--- config.mk ---
export PLATFORM = sky130hd
export DESIGN_NAME = pfq_ctrl
export DESIGN_NICKNAME = d
export VERILOG_FILES = /design/src/design/packet_fifo_queue_defines.svh /design/src/design/pfq_pkg.sv /design/src/design/pfq_ctrl.sv
export SDC_FILE = /design/constraint.sdc
export NUM_CORES = 1
export LEC_CHECK = 0
export BUFFER_PORTS_ARGS = -buffer_cell sky130_fd_sc_hd__buf_2
export CAP_MARGIN = 20
export CORE_AREA = 2 2 39 41
export CTS_CLUSTER_SIZE = 12
export DETAILED_ROUTE_END_ITERATION = 6
export DIE_AREA = 0 0 41 43
export PLACE_DENSITY = 0.37
export SYNTH_ARGS = -nofsm -noshare
export SYNTH_HDL_FRONTEND = slang
export SYNTH_SLANG_ARGS = --single-unit
--- constraint.sdc ---
create_clock -name aclk -period 1.25 [get_ports aclk]
set_input_delay 0.25 -clock aclk [delete_from_list [all_inputs] [get_ports aclk]]
set_output_delay 0.25 -clock aclk [all_outputs]
set_load 0.02 [all_outputs]
--- src/design/packet_fifo_queue_defines.svh ---
// Assertion macros shared by the packet FIFO queue RTL.
// No dependencies; included by files that carry concurrent assertions.
`ifndef PACKET_FIFO_QUEUE_DEFINES_SVH
`define PACKET_FIFO_QUEUE_DEFINES_SVH

// ante holds at an edge -> cons holds at the same edge
`define PFQ_ASSERT_IMPL(label, clk, rstn, ante, cons, msg) \
    label: assert property (@(posedge clk) disable iff (!(rstn)) (ante) |-> (cons)) \
        else $error(msg);

// expr never holds outside reset
`define PFQ_ASSERT_NEVER(label, clk, rstn, expr, msg) \
    label: assert property (@(posedge clk) disable iff (!(rstn)) !(expr)) \
        else $error(msg);

`endif

--- src/design/pfq_pkg.sv ---
// Shared constants, codes and control structs of the packet FIFO queue.
// No dependencies; imported by the controller, datapath and top level.
package pfq_pkg;

    localparam int PFQ_SLOTS_DEF     = 16;
    localparam int PFQ_MAX_BYTES_DEF = 64;

    localparam int FUNC_W   = 2;
    localparam int BYTE_W   = 8;
    localparam int PLEN_W   = 7;
    localparam int STATUS_W = 2;

    localparam logic [FUNC_W-1:0] FUNC_PUSH = 2'd0;
    localparam logic [FUNC_W-1:0] FUNC_DEQ  = 2'd1;
    localparam logic [FUNC_W-1:0] FUNC_PEEK = 2'd2;

    localparam logic [STATUS_W-1:0] ST_DATA     = 2'd0;
    localparam logic [STATUS_W-1:0] ST_EMPTY    = 2'd1;
    localparam logic [STATUS_W-1:0] ST_ACCEPTED = 2'd2;
    localparam logic [STATUS_W-1:0] ST_DROPPED  = 2'd3;

    // controller -> datapath
    typedef struct packed {
        logic push;        // store one pushed word
        logic emit_empty;  // load an empty status result
        logic load_len;    // latch head packet length, reset read index
        logic stream;      // read head packet bytes
        logic retire;      // free the head slot
    } pfq_cmd_t;

    // datapath -> controller
    typedef struct packed {
        logic out_free;    // output register can take a result this cycle
        logic empty;       // no packet stored
        logic stream_done; // last byte of the packet moves to the output
    } pfq_sts_t;

endpackage

--- src/design/pfq_ctrl.sv ---
// Controller state machine of the packet FIFO queue.
// Depends on pfq_pkg; drives the command struct of pfq_datapath.
module pfq_ctrl (
    input  logic              aclk,
    input  logic              aresetn,
    input  logic              s_tvalid,
    output logic              s_tready,
    input  logic [1:0]        s_func,
    input  pfq_pkg::pfq_sts_t sts,
    output pfq_pkg::pfq_cmd_t cmd
);
    import pfq_pkg::*;

    localparam logic [1:0] S_IDLE   = 2'd0;
    localparam logic [1:0] S_LEN    = 2'd1;
    localparam logic [1:0] S_STREAM = 2'd2;

    logic [1:0] state_reg, state_next;
    logic       remove_reg, remove_next;
    logic       accept;

    assign s_tready = (state_reg == S_IDLE) && sts.out_free;
    assign accept   = s_tvalid && s_tready;

    always_comb begin
        state_next  = state_reg;
        remove_next = remove_reg;
        cmd         = '0;
        unique case (state_reg)
            S_IDLE: begin
                if (accept) begin
                    unique case (s_func) inside
                        FUNC_PUSH: cmd.push = 1'b1;
                        FUNC_DEQ, FUNC_PEEK: begin
                            if (sts.empty) begin
                                cmd.emit_empty = 1'b1;
                            end else begin
                                remove_next = (s_func == FUNC_DEQ);
                                state_next  = S_LEN;
                            end
                        end
                        default: ;
                    endcase
                end
            end
            S_LEN: begin
                cmd.load_len = 1'b1;
                state_next   = S_STREAM;
            end
            S_STREAM: begin
                cmd.stream = 1'b1;
                if (sts.stream_done) begin
                    cmd.retire = remove_reg;
                    state_next = S_IDLE;
                end
            end
            default: state_next = S_IDLE;
        endcase
    end

    always_ff @(posedge aclk) begin
        if (!aresetn) begin
            state_reg  <= S_IDLE;
            remove_reg <= 1'b0;
        end else begin
            state_reg  <= state_next;
            remove_reg <= remove_next;
        end
    end

endmodule

==> key figures <==
GRT
  – First-pass GRT wire length: 745 um
  – Vias in the first global route: 207
  – GRT Residual Overflow: 0
  – Largest net degree at the start of global routing: 5
  – Antenna violations before repair: 0
  – Total Routing Usage GR: 6.620%

Floorplanning
  – Die area: 1763 um2
  – Die width: 41 um
  – Rows: 14
  – Core ar.: 1384 um2
  – Starting Density: 14.56%
  – # IOs: 14
  – Chip Height: 43 um

Clocking
  – H-tree depth: 1
  – CTS tree: built
  – Root Driver: clkbuf_4
  – Clock sink total: 3
  – Reg clk slew, reported paths: 0.04 ns
  – Clock Tree Buf Depth: 2
  – CTS buffer count: 3
  – Clk_lat worst skew: 0.23 ns
  – Hold-fix buffers, CTS: 0

STA
  – Hold Slack: 0.2679 ns
  – Clock Skew: 0.0007439 ns
  – FMAX: 712.8 MHz
  – Final period utilization: 112.2%
  – Min Tclk post-route: 1.403 ns
  – Final Max Tran Viols: 0
  – Final Setup Violations: 4
  – Slew headroom: 86.56%
  – Worst Slack Setup Final: -0.1529 ns
  – RSZ-0062 raised after global routing: yes
  – Hold Vio Cnt, Final: 0
  – Setup TNS: -0.3694 ns
  – Worst slew pin tran: 0.2014 ns

Finish
  – Multi-input logic area: 133.9 um2
  – Layout Nets: 51
  – Commonest cells after routing, fill and taps aside: buf_2, clkbuf_4, buf_4
  – Largest register FFs: 2
  – Layout cell share with drive strength beyond 1: 57.50%
  – Syn-to-layout area delta: 71.43%
  – Most common cell after layout, fill and taps aside: buf_2
  – Ant diodes: 0
  – Register area: 62.56 um2
  – FILL cells: 157

Drt
  – Top routing layer in use: met4
  – DR vias: 210
  – DR pass1 iterations: 1
  – DRT Wirelength: 435 um
  – Wire length on met3: 52 um
  – Routed Antenna Nets: 0
  – Detailed-route wire length per cell: 7.768 um
  – WL met1: 200 um
  – Initial DRC Count: 0
  – Metal2 WL: 170 um
  – Number of remaining DRC errors: 0
  – Avg Vias per Cell: 3.750

Setup path
  – Worst Path Arrival: 1.15 ns
  – Worst R2R Start: state_reg[0]
  – CP Max Fanout: 4
  – Worst reg-to-reg path cell count: 3
  – Top Family by Delay on Critical Path: simple AND/OR/NAND/NOR gates
  – Required time of the critical path: 1.00 ns
  – CP max stage cell: dfxtp_2
  – Setup crit start kind: flip-flop
  – Critical Path Source: state_reg[0]
  – Slowest cell delay on critical path: 0.33 ns
  – Crit Path Class: reg -> out
  – Critical Path, Cell by Cell: nor3b_4 -> and4_4 -> buf_6
  – Crit Reg-Reg Endpoint: remove_reg
  – Critical Path Sink Type: primary output
  – CP bufs+invs: 1
  – Worst R2R Setup Slack: 0.15 ns

Yosys
  – Leading area contributor after synthesis: dfxtp_1
  – Post-Synthesis Cells: 22
  – Sequential share of the synthesized area: 29.81%
  – Mapped Avg Cell Area: 9.157 um2
  – Number of warnings issued by yosys: 0
  – Post-Syn Area: 201.4 um2
  – Syn_nets: 32
  – Yosys top cell area share: 29.81%
  – Largest cells by area after synthesis: dfxtp_1, ha_1, and3_1, nor2b_1, nor3b_2
  – Synth Register Bits: 3
  – Synth cell types: 15

Worst hold path
  – WHS Endpoint: state_reg[1]
  – Hold Crit Start: aresetn
  – Hold Path Cell Cnt: 2
  – Hold Crit Class: in -> reg

Flow run
  – Max-cap viol count: 0

Place
  – Routability congestion estimate: 0.6297
  – I/O Buffers: 13

Pwr
  – Leak Pwr: 0.1904 nW
  – Overall power: 322.0 uW
  – Pwr Density: 932.4 nW/um2
  – Largest vdd supply drop: 0.2965 mV

Status
  – Failing checks: negative setup slack
  – Status: complete, but fails checks
-- layout make-up --
cell class              count  area share, %
repair buffers             15          27.54
multi-input cells          16          38.77
inverters                   2          2.174
well taps                  16          5.797
flip-flops and latches      3          18.12
clock buffers               4          7.609
-- synthesized netlist by cell type --
cell type	count
and4_2	1
nor3b_2	1
ha_1	2
and3_1	2
nor2b_1	2
buf_4	1
and3_2	1
and4b_1	1
o21a_1	1
dfxtp_1	3
inv_1	2
nand2_1	2
and2b_1	1
nor2_1	1
mux2i_1	1
-- where the power goes --
part	switching [mW]	total (mW)	internal, mW	leakage, nW
sequential	0.00168	0.0999	0.0982	0.0252
clock	0.0507	0.170	0.120	0.0150
combinational	0.0235	0.0518	0.0283	0.150
total	0.0758	0.322	0.246	0.190
-- worst max path at each step --
| stage | to | slack [ns] | cells past startpoint |
|---|---|---|---|
| floorplan | cmd[3] | 0.002 | 2 |
| global placement | cmd[3] | -0.03 | 5 |
| detailed placement | cmd[3] | -0.04 | 5 |
| CTS | cmd[3] | -0.17 | 3 |
| global route | cmd[3] | -0.21 | 3 |
| finish | cmd[3] | -0.15 | 3 |
-- through the flow --
| step | utilization [%] | area, um2 | worst slack [ns] | instances |
|---|---|---|---|---|
| final | 24.95 | 345.3 | -0.1529 | 56 |
| after CTS | 24.95 | 345.3 | -0.1729 | 56 |
| after global placement | 21.70 | 300.3 | -0.02813 | 52 |
| after global routing | 24.95 | 345.3 | -0.2118 | 56 |
| after detailed placement | 21.70 | 300.3 | -0.04054 | 52 |
| after floorplan | - | 207.7 | 0.001754 | 22 |
-- worst reg2reg max path: stages (launching register included) --
cell and delay [ns]:
dfxtp_2 0.33, nor3b_4 0.24, and4b_1 0.28, mux2i_1 0.19
-- repair_timing --
action                                  in CTS  in global routing
setup buffers                                0                  0
endpoints found under the setup margin       5                  4
gates resized for setup                      8                  0
pin swaps                                    3                  1
-- kinds of logic after synthesis --
logic type	Yosys count	share of synthesized area (%)
flip-flops	3	29.81
buffers and inverters	3	7.456
AND/OR/NAND/NOR	12	41.61
adder cells (fa/ha/maj)	2	12.42
AO/OA/AOI/OAI	1	3.728
multiplexers	1	4.969
-- routing by layer --
layer	vias up	track usage, %
met2	14	7.813
met5	-	0
met4	0	8.000
met1	84	8.333
met3	2	1.571
li1	110	-
Note: power is estimated with default switching activity, not from simulation.
